$ cat src/hdl/lli_pkg.sv
// Shared constants and types for the line-line intersection block.
// No dependencies; compiled first.
`timescale 1ns / 1ps
`default_nettype none

package lli_pkg;

    // Default coordinate and result widths (Q8.8 in, Q24.8 out)
    localparam int COORD_WIDTH_DEF  = 16;
    localparam int RESULT_WIDTH_DEF = 32;

    // Parallel threshold register
    localparam int               THRESH_WIDTH = 16;
    localparam logic [THRESH_WIDTH-1:0] THRESH_RESET = 16'd1;

    // Output queue depth (power of two)
    localparam int QUEUE_DEPTH = 2;

    // Lane numbers in the divider and saturation stages
    localparam int LANE_X = 0;
    localparam int LANE_Y = 1;
    localparam int LANES  = 2;

    // Control word that travels down the pipeline with each transaction
    typedef struct packed {
        logic             valid;
        logic             par;
        logic [LANES-1:0] neg;
    } lli_ctl_t;

endpackage

`default_nettype wire

$ cat src/hdl/lli_outq.sv
// Two-entry output queue that decouples the pipeline from the receiver.
// Uses lli_pkg for the depth.
`timescale 1ns / 1ps
`default_nettype none

module lli_outq #(
    parameter int WIDTH = 66
) (
    input  wire logic             clk,
    input  wire logic             rst_n,
    input  wire logic             push,
    input  wire logic [WIDTH-1:0] wdata,
    output logic                  space,
    output logic                  avail,
    input  wire logic             pop,
    output logic [WIDTH-1:0]      rdata
);

    localparam int DEPTH = lli_pkg::QUEUE_DEPTH;
    localparam int PTR_W = $clog2(DEPTH);
    localparam int CNT_W = $clog2(DEPTH + 1);

    logic [WIDTH-1:0] mem [DEPTH];
    logic [PTR_W-1:0] wr_ptr_reg, rd_ptr_reg;
    logic [CNT_W-1:0] count_reg;

    // Pointers and fill count
    always_ff @(posedge clk or negedge rst_n)
    begin
        if (!rst_n)
        begin
            wr_ptr_reg <= '0;
            rd_ptr_reg <= '0;
            count_reg  <= '0;
        end
        else
        begin
            if (push)
            begin
                wr_ptr_reg <= wr_ptr_reg + PTR_W'(1);
            end
            if (pop)
            begin
                rd_ptr_reg <= rd_ptr_reg + PTR_W'(1);
            end
            if (push && !pop)
            begin
                count_reg <= count_reg + CNT_W'(1);
            end
            else if (pop && !push)
            begin
                count_reg <= count_reg - CNT_W'(1);
            end
        end
    end

    // Storage
    always_ff @(posedge clk)
    begin
        if (push)
        begin
            mem[wr_ptr_reg] <= wdata;
        end
    end

    assign space = (count_reg != CNT_W'(DEPTH));
    assign avail = (count_reg != '0);
    assign rdata = mem[rd_ptr_reg];

    a_no_overflow : assert property (@(posedge clk) disable iff (!rst_n)
        push |-> (count_reg != CNT_W'(DEPTH)))
        else $error("output queue overflow");

    a_no_underflow : assert property (@(posedge clk) disable iff (!rst_n)
        pop |-> (count_reg != '0))
        else $error("output queue underflow");

    a_count_range : assert property (@(posedge clk) disable iff (!rst_n)
        count_reg <= CNT_W'(DEPTH))
        else $error("output queue count out of range");

endmodule

`default_nettype wire
$ cat config.mk
export PLATFORM = sky130hd
export DESIGN_NAME = lli_outq
export DESIGN_NICKNAME = d
export VERILOG_FILES = /design/src/hdl/lli_pkg.sv /design/src/hdl/lli_outq.sv
export SDC_FILE = /design/constraint.sdc
export NUM_CORES = 1
export LEC_CHECK = 0
export BUFFER_PORTS_ARGS = -buffer_cell sky130_fd_sc_hd__buf_2
export CAP_MARGIN = 20
export CORE_ASPECT_RATIO = 0.9
export CORE_MARGIN = 1
export CORE_UTILIZATION = 51
export CTS_CLUSTER_SIZE = 25
export DETAILED_ROUTE_END_ITERATION = 8
export GPL_ROUTABILITY_DRIVEN = 0
export PLACE_DENSITY = 0.78
export SLEW_MARGIN = 40
export SYNTH_ARGS = -nofsm -noshare
export SYNTH_HDL_FRONTEND = slang
export SYNTH_SLANG_ARGS = --single-unit
$ cat constraint.sdc
create_clock -name clk -period 4.5 [get_ports clk]
set_clock_uncertainty 0.1 [all_clocks]
set_input_delay 0.9 -clock clk [delete_from_list [all_inputs] [get_ports clk]]
set_output_delay 0.9 -clock clk [all_outputs]
set_load 0.005 [all_outputs]
==> results.md <==
- Status: complete, no violations
- Grt total ovfl: 0
- First-pass GRT wire length: 12,500 µm
- Cell variety after synth: 16
- CTS Root Cell: clkbuf_8
- Critical Path RT: 3.50 ns
- # rows: 34
- Port-buffer cells: 137
- Most numerous cell in the Yosys netlist: edfxtp_1
- TritonCTS clock tree: built
- Worst skew pair latency: 0.49 ns
- CP cell instances: buf_12, mux2_2, buf_2
- Worst-path maximum fanout: 36
- Synth warn: 0
- Crit path time final: 3.12 ns
- Avg Inst Size Synth: 22.9 µm²
- Via count of the first global-routing pass: 2,558
- Number of synthesized flops with an enable pin: 132
- Antenna Nets Post-Route: 0
- Post-Syn Area: 0.00506 mm²
- # fillers: 661
- Gr usage total: 0.170
- Area contributors post-synth: edfxtp_1, mux2_4, mux2_2
- CORE AREA: around 0.0097 mm²
- Type of the worst min-delay path: input port to asynchronous set/reset pin
- Pre-CTS setup slack: between 1.5 and 2 ns
- Final wirelength: between 8000 and 9000 µm
- Sequential element share of the synthesized area: 0.802
- Max Cap Violations: 0
- DP Wirelength: about 5400 µm
- Max FFs per register: 132
- Setup violators final: 0
- Synth-to-layout area growth: 27.8%
- Vias: 2,566
- Total power draw: 4.11 mW
- Leakage power: 2.56 nW
- Post-DR wirelength/cell: 16.2 µm
- Clk sinks: about 140
- Post-cts hold buffer count: 0
- CP max stage delay: roughly 0.78 ns
- Antenna violations before repair: 1
- Synth async-reset ratio: 0.0294
- Worst Tran Pin Value: 0.761 ns
- First-pass detailed-route iteration total: 5
- Period utilisation layout: 0.694
- Initial Util: 0.524
- Clock buffer depth: 2
- Num CTS Buffers: 17
- Crit path capture type: primary output
- Main synth FF type: edfxtp_1
- Syn_nets: 292
- CTS clk-pin slew, worst paths: around 0.06 ns
- Largest net degree at the start of global routing: 59
- Final setup margin: 1.38 ns
- Crit-path slowest cell: dfrtp_4
- Pwr dens: 635 mW/mm²
- Fmax: 320 MHz
- Max H-tree Level: 4
- Maximum VDD drop: 0.498 mV
- WP data arrival: around 2.1 ns
- Share of Yosys cell area claimed by the top area cell type: 0.783
- Worst Setup Start Kind: register
- Inserted Diodes: 0
- Die W: roughly 110 µm
- Die Ht: a little under 100 µm
- Crit Path Category: register to primary output
- First DRT Iteration DRCs: 88
- Slew Limit Headroom: 0.492
- Top post-synthesis cells by count: edfxtp_1, mux2_2, mux2_4
- RSZ-0062 raised after global routing: no
- Die area: 0.0103 mm²
- Fin. Hold Viols: 0
- Share of layout cells above drive strength 1: 0.625
- Mapped Cells: 221
- Nets: 445
- Pins Over Slew Limit: 0
- Seq cells post-synth: 136
- Setup Total Neg Slack: 0 ns
- Setup Fix Bufs, Post-CTS: 0
- Via-to-Cell Ratio: 5.00
- Drt drc: 0
- IO Pins: 138
- Area leader, netlist: edfxtp_1
- Post-cts sizing count: 0
==> placed cells by master, fill, tap and decap left out, types with 2 or more instances in the layout <==
cell,count
buf_4,3
clkinv_2,4
buf_2,137
mux2_2,36
clkinv_4,5
inv_6,2
clkbuf_16,16
bufinv_16,2
edfxtp_1,132
dfrtp_1,3
xor2_1,4
mux2_4,30
==> cell families (layout without fill, tap and decap cells) <==
logic type,after synthesis,in the layout,synth area share
AND/OR/NAND/NOR,5,5,0.00568
multiplexers,66,66,0.169
buffers and inverters,8,174,0.0119
adder cells (fa/ha/maj),1,1,0.00247
flip-flops,136,136,0.802
XOR/XNOR,5,5,0.00865
==> routing by layer <==
layer	GRT usage	up-vias	part of all wire
li1	-	1180	-
met1	0.202	1273	0.42
met2	0.278	102	0.50
met3	0.0657	9	0.068
met4	0.0719	2	0.0064
met5	0	-	0.0012
==> report_power, final <==
part	switching, mW	internal, mW	total (mW)
Clock	0.506	0.791	1.30
Sequential	0.137	1.69	1.82
Combinational	0.424	0.568	0.992
==> cell type report <==
cell class              count  area [µm²]  area share
flip-flops and latches    136        4070       0.628
multi-input cells          77         950       0.147
repair buffers            141         728       0.112
clock buffers              18         418      0.0646
well taps                 126         158      0.0244
clock inverters            14         149      0.0230
inverters                   1        3.75    0.000580
==> per-stage QoR <==
step,util,instances,area [µm²],hold slack [ns]
4_1_cts,0.670,513,6470,0.0732
5_1_grt,0.670,513,6470,0.0732
6_report,0.670,513,6470,0.0963
3_3_place_gp,0.610,480,5890,0.376
2_1_floorplan,-,221,5060,0.355
3_5_place_dp,0.612,481,5910,0.394
==> path summary, 6_finish.rpt <==
kind	startpoint	to	slack, ns	cells past startpoint
hold reg to reg	count_reg[1]$_DFFE_PN0P_	count_reg[1]$_DFFE_PN0P_	0.41	1
max in group asynchronous	rst_n	rd_ptr_reg$_DFFE_PN0P_	4.07	1
setup / recovery	rd_ptr_reg$_DFFE_PN0P_	rdata[46]	1.38	3
setup reg to reg	wr_ptr_reg$_DFFE_PN0P_	mem[1][17]$_DFFE_PP_	2.60	2
min in group clk	count_reg[1]$_DFFE_PN0P_	count_reg[1]$_DFFE_PN0P_	0.41	1
hold / removal	rst_n	count_reg[0]$_DFFE_PN0P_	0.1	1
==> critical path, delay by kind of cell (launching register included) <==
family                 cells  cell delay [ns]
flip-flops                 1             0.78
buffers and inverters      2             0.43
multiplexers               1             0.37
(Power assumes the default switching activity.)
