### config.mk
export PLATFORM = sky130hd
export DESIGN_NAME = lli_sat
export DESIGN_NICKNAME = d
export VERILOG_FILES = /design/src/hdl/lli_pkg.sv /design/src/hdl/lli_sat.sv
export SDC_FILE = /design/constraint.sdc
export NUM_CORES = 1
export LEC_CHECK = 0
export ABC_AREA = 1
export BUFFER_PORTS_ARGS = -buffer_cell sky130_fd_sc_hd__buf_4
export CORE_MARGIN = 4
export CORE_UTILIZATION = 40
export CTS_CLUSTER_DIAMETER = 100
export DETAILED_ROUTE_END_ITERATION = 8
export PLACE_DENSITY = 0.65
export RECOVER_POWER = 50
export SYNTH_ARGS = -nofsm -noshare
export SYNTH_HDL_FRONTEND = slang
export SYNTH_SLANG_ARGS = --single-unit
### constraint.sdc
create_clock -name clk -period 2.61 [get_ports clk]
set_input_delay 0.522 -clock clk [delete_from_list [all_inputs] [get_ports clk]]
set_output_delay 0.522 -clock clk [all_outputs]
set_load 0.01 [all_outputs]
### src/hdl/lli_pkg.sv
// Shared constants and types for the line-line intersection block.
// No dependencies; compiled first.
`timescale 1ns / 1ps
`default_nettype none

package lli_pkg;

    // Default coordinate and result widths (Q8.8 in, Q24.8 out)
    localparam int COORD_WIDTH_DEF  = 16;
    localparam int RESULT_WIDTH_DEF = 32;

    // Parallel threshold register
    localparam int               THRESH_WIDTH = 16;
    localparam logic [THRESH_WIDTH-1:0] THRESH_RESET = 16'd1;

    // Output queue depth (power of two)
    localparam int QUEUE_DEPTH = 2;

    // Lane numbers in the divider and saturation stages
    localparam int LANE_X = 0;
    localparam int LANE_Y = 1;
    localparam int LANES  = 2;

    // Control word that travels down the pipeline with each transaction
    typedef struct packed {
        logic             valid;
        logic             par;
        logic [LANES-1:0] neg;
    } lli_ctl_t;

endpackage

`default_nettype wire

### src/hdl/lli_sat.sv
// Sign restore and saturation of the two quotients, two register stages.
// Uses lli_pkg for the control word and lane numbers.
`timescale 1ns / 1ps
`default_nettype none

module lli_sat #(
    parameter int NQ_W         = 53,
    parameter int RESULT_WIDTH = lli_pkg::RESULT_WIDTH_DEF
) (
    input  wire logic                       clk,
    input  wire logic                       rst_n,
    input  wire logic                       en,
    input  wire lli_pkg::lli_ctl_t          ctl_in,
    input  wire logic [NQ_W-1:0]            q_in [lli_pkg::LANES],
    output logic                            valid,
    output logic                            intersects,
    output logic signed [RESULT_WIDTH-1:0]  cross_x,
    output logic signed [RESULT_WIDTH-1:0]  cross_y,
    output logic                            saturated
);

    localparam int CMP_W = ((NQ_W > RESULT_WIDTH) ? NQ_W : RESULT_WIDTH) + 1;
    localparam logic [CMP_W-1:0] HALF = CMP_W'(1) << (RESULT_WIDTH - 1);
    localparam logic [RESULT_WIDTH-1:0] MAG_MIN = {1'b1, {(RESULT_WIDTH-1){1'b0}}};
    localparam logic [RESULT_WIDTH-1:0] MAG_MAX = {1'b0, {(RESULT_WIDTH-1){1'b1}}};

    logic                    va_reg, par_a_reg;
    logic [lli_pkg::LANES-1:0] neg_a_reg, ov_a_reg;
    logic [RESULT_WIDTH-1:0] qc_a_reg [lli_pkg::LANES];

    logic                    vb_reg;
    logic                    int_b_reg, sat_b_reg;
    logic [RESULT_WIDTH-1:0] cx_b_reg, cy_b_reg;

    logic [lli_pkg::LANES-1:0] neg_eff, over;
    logic [RESULT_WIDTH-1:0]   qc_next [lli_pkg::LANES];
    logic [RESULT_WIDTH-1:0]   r_next  [lli_pkg::LANES];

    // Stage A: effective sign (zero is never negative) and clamp
    always_comb
    begin
        for (int l = 0; l < lli_pkg::LANES; l++)
        begin
            neg_eff[l] = ctl_in.neg[l] && (q_in[l] != '0);
            over[l]    = neg_eff[l] ? (CMP_W'(q_in[l]) > HALF)
                                    : (CMP_W'(q_in[l]) > (HALF - CMP_W'(1)));
            if (over[l])
            begin
                qc_next[l] = neg_eff[l] ? MAG_MIN : MAG_MAX;
            end
            else
            begin
                qc_next[l] = RESULT_WIDTH'(CMP_W'(q_in[l]));
            end
        end
    end

    // Stage B: apply the sign
    always_comb
    begin
        for (int l = 0; l < lli_pkg::LANES; l++)
        begin
            r_next[l] = neg_a_reg[l] ? (~qc_a_reg[l] + RESULT_WIDTH'(1)) : qc_a_reg[l];
        end
    end

    always_ff @(posedge clk or negedge rst_n)
    begin
        if (!rst_n)
        begin
            va_reg <= 1'b0;
            vb_reg <= 1'b0;
        end
        else if (en)
        begin
            va_reg <= ctl_in.valid;
            vb_reg <= va_reg;
        end
    end

    always_ff @(posedge clk)
    begin
        if (en)
        begin
            par_a_reg <= ctl_in.par;
            neg_a_reg <= neg_eff;
            ov_a_reg  <= over;
            qc_a_reg  <= qc_next;

            // parallel lines give all-zero results
            int_b_reg <= !par_a_reg;
            sat_b_reg <= !par_a_reg && (ov_a_reg != '0);
            cx_b_reg  <= par_a_reg ? '0 : r_next[lli_pkg::LANE_X];
            cy_b_reg  <= par_a_reg ? '0 : r_next[lli_pkg::LANE_Y];
        end
    end

    assign valid      = vb_reg;
    assign intersects = int_b_reg;
    assign saturated  = sat_b_reg;
    assign cross_x    = cx_b_reg;
    assign cross_y    = cy_b_reg;

    // A saturated result carries at least one clamped coordinate
    a_sat_clamped : assert property (@(posedge clk) disable iff (!rst_n)
        (vb_reg && sat_b_reg) |->
            (cx_b_reg == MAG_MIN || cx_b_reg == MAG_MAX ||
             cy_b_reg == MAG_MIN || cy_b_reg == MAG_MAX))
        else $error("saturated flag without a clamped coordinate");

    // Saturation only ever accompanies an intersection
    a_sat_int : assert property (@(posedge clk) disable iff (!rst_n)
        (vb_reg && sat_b_reg) |-> int_b_reg)
        else $error("saturated flag on parallel lines");

endmodule

`default_nettype wire

==> results of run 1 <==
-- per-stage QoR --
stage	setup WS (ns)	utilization, %	hold slack [ns]	power [mW]	cells
floorplan	0.8820	-	0.2264	3.255	892
global placement	0.4520	49.68	0.3058	3.705	1283
detailed placement	0.3975	49.68	0.3080	3.718	1283
CTS	0.6799	52.83	0.2554	6.019	1316
global route	0.3928	51.99	0.2780	6.224	1316
finish	0.5804	51.99	0.2927	5.945	1316
-- cell usage in the layout, fill, tap and decap left out, types with 7 or more instances in the layout --
| cell | count |
|---|---|
| a21oi_1 | 52 |
| buf_4 | 157 |
| clkbuf_1 | 25 |
| clkbuf_16 | 17 |
| edfxtp_1 | 135 |
| inv_1 | 76 |
| nand2_1 | 247 |
| nand2_2 | 34 |
| nand3_1 | 48 |
| nand4_1 | 14 |
| nor2_1 | 179 |
| nor3_1 | 7 |
| o21ai_0 | 46 |
-- worst paths after layout --
| kind | end | slack (ns) | cells past startpoint |
|---|---|---|---|
| setup / recovery | qc_a_reg[31] | 0.58 | 2 |
| min in group asynchronous | va_reg | 0.42 | 2 |
| hold reg to reg | valid | 0.52 | 2 |
| max in group asynchronous | valid | 2.06 | 2 |
| setup reg to reg | cross_y[5] | 0.66 | 5 |
| hold / removal | par_a_reg | 0.29 | 1 |
-- final cells by class --
cell class              count  area (µm²)  share of cell area, %
clock buffers              18       429.2                  4.548
clock inverters            14       132.6                  1.406
inverters                  78       297.8                  3.156
multi-input cells         651        2851                  30.22
flip-flops and latches    137        4104                  43.50
well taps                 229       286.5                  3.037
repair buffers            189        1334                  14.14
-- report_power, final --
| part | switching (mW) | leakage [nW] | internal [mW] | total, mW |
|---|---|---|---|---|
| sequential | 0.133 | 1.38 | 2.65 | 2.78 |
| combinational | 0.507 | 2.48 | 0.357 | 0.865 |
| clock | 0.908 | 0.270 | 1.39 | 2.30 |
| total | 1.55 | 4.13 | 4.40 | 5.94 |
-- worst reg2reg max path: cells and delay by family (launching register included) --
family                 cells  cell delay [ns]
DFF                        1             0.66
and+or+nand+nor            2             0.41
buffers and inverters      1             0.43
AOI/OAI and AO/OA          2             0.22
-- layer usage --
metal / vias up / GRT usage [%] / part of all wire (%)
li1: 3296 / - / -
met1: 2898 / 26.76 / 47
met2: 248 / 27.26 / 43
met3: 23 / 6.217 / 8.2
met4: 0 / 5.204 / 1.2
met5: - / 0 / 0
-- logic make-up after synthesis --
logic type	count (synthesis)	synth area share, %
AND/OR/NAND/NOR	545	30.77
buffers and inverters	104	6.562
adder cells (fa/ha/maj)	2	0.3356
AO/OA/AOI/OAI	104	7.284
flip-flops	137	55.05
==> summary.md, run 1 <==
| Metric | Value |
|---|---|
| Yosys warns | 0 |
| Slew Limit Fails | 0 |
| Crit path time final | 2.030 ns |
| Placed standard-cell area | 9015 µm² |
| I/O Buffers | 179 |
| Effective utilization at floorplan | 41.08% |
| Total routed wirelength | 19,180 µm |
| Post-synth net total | 1,007 |
| Vias in the first global route | 5,920 |
| Post-synthesis async set-or-reset flop share | 1.460% |
| Synth area leaders | edfxtp_1 (54%), nand2_1 (12%), nor2_1 (9.0%), inv_1 (3.8%), a21oi_1 (3.4%) |
| Post-route clock period utilization | 77.76% |
| Post-Syn Area | 7455 µm² |
| Fillers | 1,739 |
| # resized after CTS | 0 |
| Yosys reg bits | 137 |
| Std cell rows | 49 |
| Worst path required time | 2.65 ns |
| Die footprint | 20,880 µm² |
| Hold path startpoint | ctl_in[2] |
| NumNets Final | 1,189 |
| GR Overflow Total | 0 |
| Final hold vios | 0 |
| Hold Path Class | in2reg |
| Reg2Reg Launch Point | neg_a_reg[1] |
| Status | finished clean |
| Layout cells sized above 1 | 22.26% |
| Critical Path Most Common Cell | clkbuf_2 |
| RSZ-0062 raised after global routing | no |
| Core ar. | 18,150 µm² |
| Buf/Inv on CP | 2 |
| CTS tree | yes |
| Width of the die | 144.5 µm |
| CP Max Fanout | 37 |
| Initial antenna violation count | 0 |
| Total CTS buffers | 17 |
| Number of remaining DRC errors | 0 |
| Clock sinks | 137 |
| Top delay family on crit path | buffers and inverters |
| Iter 0 DRT Violations | 534 |
| Tot GR Track Use | 18.70% |
| Setup TNS | 0 ns |
| IO Count | 180 |
| Crit-path cells | clkbuf_2 > clkbuf_2 |
| Endpoints failing setup | 0 |
| Worst-path clk slew | 0.06 ns |
| Most common cell in the netlist | nand2_1 |
| CP Launch Point | en |
| Top cells by count, synth | nand2_1 (247), nor2_1 (178), edfxtp_1 (135) |
| Post-synth cell types | 33 |
| Post-synthesis area per instance | 8.357 µm² |
| Finished Cell Area | 9435 µm² |
| Skew final | 0.005092 ns |
| Leakage dissipation | 4.131 nW |
| Synth area leader | edfxtp_1 |
| H-tree depth | 4 |
| Post-synth EDFFs | 135 |
| Via-to-Cell Ratio | 4.913 |
| DR vias | 6,465 |
| Clk buf depth | 2 |
| # Post-CTS Setup Buffers | 0 |
| Main flop type after synthesis | edfxtp_1 |
| CTS Hold Buffers Added | 1 |
| Post-route ant nets | 0 |
| Antenna cells | 0 |
| Die span in y | 144.5 µm |
| Post-synthesis sequential area ratio | 55.05% |
| Worst setup EP type | register |
| Largest net degree at the start of global routing | 58 |
| Placed wire-length estimate | 14,490 µm |
| Worst Path Class, Setup | in2reg |
| Clock latency on the worst-skew pair | 0.42 ns |
| Max Freq | 492.7 MHz |
| Area share of the leading cell type in the synthesized netlist | 54.38% |
| PwrDens | 630.0 nW/µm² |
| Peak VDD IR | 0.4884 mV |
| Gpl congestion | 0.8998 |
| Worst-Margin Slew | 0.9665 ns |
| Drt first pass iters | 5 |
| Max reg flops | 64 |
| Routed WL per cell | 14.58 µm |
| Slowest cell on the critical path | clkbuf_2 |
| Root buffer cell | clkbuf_16 |
| Cells after Synth | 892 |
| Worst path max stage delay | 0.83 ns |
| Slew headroom | 35.57% |
| WP data arrival | 2.07 ns |
| Area grow syn2layout | 26.57% |
| CP Launch Type | primary input |
| First-pass GRT wire length | 30,150 µm |
| MaxCap Viol Count | 0 |
(Power assumes the default switching activity.)
==> run 2: changes to the inputs <==
- clock period: 2.61 -> 1.9 ns (I/O delays scaled with it)
==> run 2 against run 1 <==
Against the previous run: first-iteration DRC count down 10%; largest power group unchanged; sequential share of layout area is 0.94 points lower; utilization up 1.1 points; critical endpoint is now cross_x[13]; final area rose by 2.2%; worst hold slack worse by 0.14 ns; register-to-register slack worse by 0.53 ns; die area unchanged.
==> summary.md, run 2 (synthesis results as in run 1) <==
| Metric | Value |
|---|---|
| Total CTS buffers | 17 (unchanged) |
| GR Overflow Total | 0 (unchanged) |
| Most frequent cells in the layout | nand2_1 (247), nor2_1 (177), buf_4 (173) |
| MaxCap Viol Count | 0 (unchanged) |
| Peak VDD IR | 0.5761 mV (+18%) |
| Buf/Inv on CP | 2 (unchanged) |
| First-pass GRT wire length | 30,430 µm (+0.94%) |
| DR vias | 6,491 (+0.40%) |
| NumNets Final | 1,208 (+1.6%) |
| Crit path time final | 1.772 ns |
| Antenna cells | 0 (unchanged) |
| Iter 0 DRT Violations | 478 (-10%) |
| Slowest cell on the critical path | edfxtp_1 |
| Crit-path cells | inv_1 > nand4_1 > nor2_4 > buf_4 > nand2_1 > o21ai_0 > nand2_1 > nand2_1 > nor2_1 |
| Most common cell after layout, fill and taps aside | nand2_1 |
| Reg power frac | 46.6% (-0.2 points) |
| Slew headroom | 38.75% (+3.2 points) |
| Worst Path Class, Setup | reg2reg |
| Slew Limit Fails | 0 (unchanged) |
| Layout cells sized above 1 | 23.60% (+1.3 points) |
| Final core occ | 53.14% (+1.1 points) |
| Gpl congestion | 0.9146 (+1.6%) |
| Worst-path clk slew | 0.06 ns (about the same) |
| Tot GR Track Use | 18.66% (-0.045 points) |
| Core ar. | 18,150 µm² (unchanged) |
| Final hold vios | 0 (unchanged) |
| Net switching power of the design | 2.095 mW (+35%) |
| Pint | 6.077 mW (+38%) |
| Total routed wirelength | 19,380 µm (+1.0%) |
| Die footprint | 20,880 µm² (unchanged) |
| CP Max Fanout | 4 (-89%) |
| Max Freq | 564.3 MHz |
| # Post-CTS Setup Buffers | 0 (unchanged) |
| Clock latency on the worst-skew pair | 0.42 ns (about the same) |
| Vias in the first global route | 6,023 (+1.7%) |
| Place WS | 0.09123 ns (-0.3063 ns) |
| Drt first pass iters | 6 (+1) |
| H-tree depth | 4 (unchanged) |
| Status | finished clean |
| Worst-Margin Slew | 0.9187 ns (-0.04777 ns) |
| Endpoints failing setup | 0 (unchanged) |
| Std cell rows | 49 (unchanged) |
| CTS tree | yes |
| Placed wire-length estimate | 14,860 µm (+2.6%) |
| Initial antenna violation count | 0 (unchanged) |
| Skew final | 0.01082 ns (+0.005724 ns) |
| Clk buf depth | 2 (unchanged) |
| Clock sinks | 137 (unchanged) |
| Clock network power share | 38.0% (-0.6 points) |
| Combinational share of power | 15.4% (+0.9 points) |
| Max reg flops | 64 (unchanged) |
| Largest net degree at the start of global routing | 58 (unchanged) |
| PwrDens | 847.5 nW/µm² (+35%) |
| Width of the die | 144.5 µm (unchanged) |
| Routed WL per cell | 14.51 µm (-0.43%) |
| Die span in y | 144.5 µm (unchanged) |
| CP Launch Type | register |
| Post-route ant nets | 0 (unchanged) |
| I/O Buffers | 179 (unchanged) |
| Root buffer cell | clkbuf_16 |
| Number of remaining DRC errors | 0 (unchanged) |
| Hold Path Class | in2reg |
| Setup TNS | 0 ns (unchanged) |
| Effective utilization at floorplan | 41.08% (unchanged) |
| Area grow syn2layout | 29.36% |
| IO Count | 180 (unchanged) |
| Switching Share | 25.64% (-0.41 points) |
| Top delay family on crit path | simple AND/OR/NAND/NOR gates |
| Setup ws final | 0.1279 ns (-0.4525 ns) |
| Leakage dissipation | 4.237 nW (+2.5%) |
| WP data arrival | 1.94 ns (-0.13 ns) |
| Worst path max stage delay | 0.47 ns (-0.36 ns) |
| Worst path required time | 2.07 ns (-0.58 ns) |
| Fillers | 1,751 (+0.69%) |
| Worst setup EP type | register |
| Critical Path Most Common Cell | nand2_1 |
| Post-route clock period utilization | 93.27% |
| Via-to-Cell Ratio | 4.862 (-1.0%) |
==> run 2: layout make-up <==
type,count,area (µm²),share of cell area (%)
tap,229,286.5,2.971
timing repair buffer,208,1529,15.86
clock inverter,11,105.1,1.090
clock buffer,21,440.4,4.567
inverter,78,297.8,3.088
multi-input combinational,651,2880,29.87
sequential,137,4104,42.56
==> run 2: what timing repair did <==
item | in CTS | in global routing
endpoints found under the hold margin | 2 | 0
resized for setup | 0 | 10
hold buffers | 1 | 0
endpoints found under the setup margin | 0 | 9
==> run 2: worst paths after layout <==
kind / from / endpoint / slack (ns) / cells past startpoint
max: qc_a_reg[35] / cross_x[13] / 0.13 / 9
min: ctl_in[2] / par_a_reg / 0.16 / 1
max reg2reg: qc_a_reg[35] / cross_x[13] / 0.13 / 9
min reg2reg: va_reg / valid / 0.51 / 2
max in group asynchronous: rst_n / valid / 1.50 / 2
min in group asynchronous: rst_n / va_reg / 0.28 / 2
==> run 2: routing by layer <==
| layer | global-route usage [%] | wire, µm | up-vias |
|---|---|---|---|
| met5 | 0 | 0 | - |
| met4 | 4.516 | 239 | 0 |
| met3 | 5.655 | 1669 | 19 |
| met2 | 27.75 | 8377 | 234 |
| met1 | 26.84 | 9090 | 2905 |
| li1 | - | - | 3333 |
==> run 2: stage by stage <==
step                      hold slack [ns]  std cells  total power, mW  instance area, µm²
after floorplan                   0.08441        892            4.472                7455
after global placement             0.1640       1302            5.141                9208
after detailed placement           0.1638       1302            5.160                9208
after CTS                          0.1201       1335            8.256                9763
after global routing               0.1409       1335            8.547                9643
final                              0.1577       1335            8.173                9643
==> run 2: power by group through the flow <==
stage | combinational [mW] | clock [mW] | sequential (mW)
floorplan | 0.610 | 0 | 3.86
global placement | 1.28 | 0 | 3.86
detailed placement | 1.30 | 0 | 3.86
CTS | 1.31 | 3.15 | 3.80
global route | 1.43 | 3.28 | 3.84
finish | 1.26 | 3.11 | 3.81
==> run 3: changes to the inputs <==
==> constraint.sdc (replaced) <==
create_clock -name clk -period 1.9 [get_ports clk]
set_input_delay 0 -clock clk [delete_from_list [all_inputs] [get_ports clk]]
set_output_delay 0 -clock clk [all_outputs]
set_load 0.01 [all_outputs]
==> run 3 against run 2 <==
Against the previous run: wire length rose by 5.3%; register-to-register slack lost 0.02 ns; critical path depth rose by 2; critical path type is now in2reg; critical endpoint is now qc_a_reg[31]; highest routed layer unchanged.
==> summary.md, run 3 (synthesis results as in run 1) <==
| Metric | Value |
|---|---|
| Status | finished clean |
| Post-Layout Cell Count | 1,391 (+4.2%) |
| Effective utilization at floorplan | 41.08% (unchanged) |
| Worst path max stage delay | 0.57 ns (+0.10 ns) |
| Largest net degree at the start of global routing | 59 (+1.7%) |
| Hold path startpoint | q_in[89] |
| Skew final | 0.007771 ns (-0.003045 ns) |
| Worst setup EP type | register |
| CP Launch Type | primary input |
| Gpl congestion | 0.9095 (-0.56%) |
| Die span in y | 144.5 µm (unchanged) |
| Routed WL per cell | 14.67 µm (+1.1%) |
| Worst-path clk slew | 0.06 ns (about the same) |
| NumNets Final | 1,264 (+4.6%) |
| Clk buf depth | 2 (unchanged) |
| Slew headroom | 50.77% (+12 points) |
| Vias in the first global route | 6,296 (+4.5%) |
| Dpl cells | 1,288 (-1.1%) |
| MaxCap Viol Count | 0 (unchanged) |
| Reg power frac | 45.5% (-1.1 points) |
| Net switching power of the design | 2.150 mW (+2.6%) |
| Buf/Inv on CP | 3 (+1) |
| Max reg flops | 64 (unchanged) |
| Reg2Reg Launch Point | qc_a_reg[34] |
| WP data arrival | 2.04 ns (+0.10 ns) |
| Setup TNS | 0 ns (unchanged) |
| Std cell rows | 49 (unchanged) |
| Switching Share | 25.76% (+0.12 points) |
| Tot GR Track Use | 19.54% (+0.88 points) |
| Clock latency on the worst-skew pair | 0.43 ns (about the same) |
| Top delay family on crit path | buffers and inverters |
| Drt first pass iters | 5 (-1) |
| Width of the die | 144.5 µm (unchanged) |
| Place WS | 0.1241 ns (+0.03291 ns) |
| Clock sinks | 137 (unchanged) |
| Peak VDD IR | 0.6680 mV (+16%) |
| Total CTS buffers | 17 (unchanged) |
| Hold depth | 5 (+4) |
| Fillers | 1,684 (-3.8%) |
| Max Freq | 534.5 MHz (-5.3%) |
| Post-route clock period utilization | 98.48% (+5.2 points) |
| Number of remaining DRC errors | 0 (unchanged) |
| Root buffer cell | clkbuf_16 |
| Total routed wirelength | 20,410 µm (+5.3%) |
| Crit path time final | 1.871 ns (+0.09896 ns) |
| Layout cells sized above 1 | 18.00% (-5.6 points) |
| Worst hold slack | 0.09900 ns (-0.05865 ns) |
| Area of the multi-input gates | 2903 µm² (+0.78%) |
| First-pass GRT wire length | 31,680 µm (+4.1%) |
| Slew Limit Fails | 0 (unchanged) |
| Slowest cell on the critical path | dlygate4sd3_1 |
| Worst R2R End | cross_x[25] |
| PwrDens | 825.9 nW/µm² (-2.6%) |
| I/O Buffers | 179 (unchanged) |
| Setup ws final | 0.02896 ns (-0.09896 ns) |
| Worst-case reg-to-reg path depth | 8 (-1) |
| Pint | 6.198 mW (+2.0%) |
| IO Count | 180 (unchanged) |
| Most frequent cells in the layout | nand2_1 (246), nor2_1 (170), edfxtp_1 (135) |
| H-tree depth | 4 (unchanged) |
| Area grow syn2layout | 35.60% |
| Endpoints failing setup | 0 (unchanged) |
| Worst Path Class, Setup | in2reg |
| GR Overflow Total | 0 (unchanged) |
| Critical Path Most Common Cell | nand2_1 |
| Die footprint | 20,880 µm² (unchanged) |
| Placed wire-length estimate | 14,550 µm (-2.1%) |
| Worst-Margin Slew | 0.7384 ns (-0.1803 ns) |
| # Post-CTS Setup Buffers | 0 (unchanged) |
| Iter 0 DRT Violations | 749 (+57%) |
| FF+latch area | 4104 µm² (unchanged) |
| Worst path required time | 2.07 ns (about the same) |
| CTS tree | yes |
| RSZ-0062 raised after global routing | yes |
| Final hold vios | 0 (unchanged) |
| Leakage dissipation | 4.303 nW (+1.6%) |
| Crit-path cells | dlygate4sd3_1 > buf_4 > nor2_2 > nand2_1 > nor2_2 > nand2_1 > nor2_2 > nand2_1 > nand2_1 > a21oi_1 > dlygate4sd3_1 |
| Hold EP | qc_a_reg[63] |
| Initial antenna violation count | 1 (+1) |
| Core ar. | 18,150 µm² (unchanged) |
| Hold Path Class | in2reg |
| Setup slack, reg-to-reg | 0.11 ns (-0.02 ns) |
| CP Max Fanout | 2 (-2) |
| Clock network power share | 38.8% (+0.8 points) |
| DR vias | 6,848 (+5.5%) |
| Via-to-Cell Ratio | 4.923 (+1.3%) |
| Most common cell after layout, fill and taps aside | nand2_1 |
| Post-route ant nets | 0 (unchanged) |
| Combinational share of power | 15.7% (+0.3 points) |
-- run 3: cell type report --
type / instances / area share [%]
timing repair buffer: 264 / 19.31
inverter: 78 / 2.946
sequential: 137 / 40.60
clock buffer: 17 / 4.208
tap: 229 / 2.835
clock inverter: 14 / 1.362
antenna: 1 / 0.02476
multi-input combinational: 651 / 28.72
-- run 3: metrics by stage --
| stage | power [mW] | util, % | area, µm² |
|---|---|---|---|
| after floorplan | 4.472 | - | 7455 |
| after global placement | 5.111 | 50.02 | 9077 |
| after detailed placement | 5.126 | 50.02 | 9077 |
| after CTS | 8.489 | 57.04 | 10350 |
| after global routing | 8.725 | 55.70 | 10110 |
| final | 8.348 | 55.70 | 10110 |
-- run 3: layer usage --
metal	track usage, %	up-vias	routed length, µm
met1	28.80	3107	9708
met4	6.873	0	453
met3	4.530	35	1478
met5	0	-	0
met2	28.24	263	8767
li1	-	3443	-
-- run 3: worst reg2reg max path, cell delays in order, from the launching register on --
cell and delay, ns:
edfxtp_1 0.42, nor2_1 0.11, nand2_1 0.12, nor2_2 0.26
nand3_1 0.24, nand2_2 0.18, nand2_1 0.09, nor2_1 0.09
nor2_1 0.05
-- run 3: timing repair --
action	CTS	global route
gates resized for setup	0	13
hold buffers	71	0
setup endpoints to repair	0	35
endpoints found under the hold margin	74	0
-- run 3: power groups by stage --
stage / clock (mW) / sequential, mW / combinational (mW)
2_1_floorplan: 0 / 3.86 / 0.610
3_3_place_gp: 0 / 3.85 / 1.26
3_5_place_dp: 0 / 3.85 / 1.27
4_1_cts: 3.30 / 3.80 / 1.40
5_1_grt: 3.43 / 3.82 / 1.47
6_report: 3.24 / 3.80 / 1.31
-- run 3: how the worst max path moves through the flow --
stage                      start      endpoint  slack [ns]  depth (start not counted)
detailed placement  qc_a_reg[32]   cross_x[24]        0.12                          9
global placement    qc_a_reg[40]   cross_x[25]        0.15                          8
CTS                     q_in[21]  qc_a_reg[31]        0.11                         11
global route            q_in[19]  qc_a_reg[31]       -0.03                         11
floorplan           qc_a_reg[33]   cross_x[24]        0.37                          9
finish                  q_in[19]  qc_a_reg[31]        0.03                         11
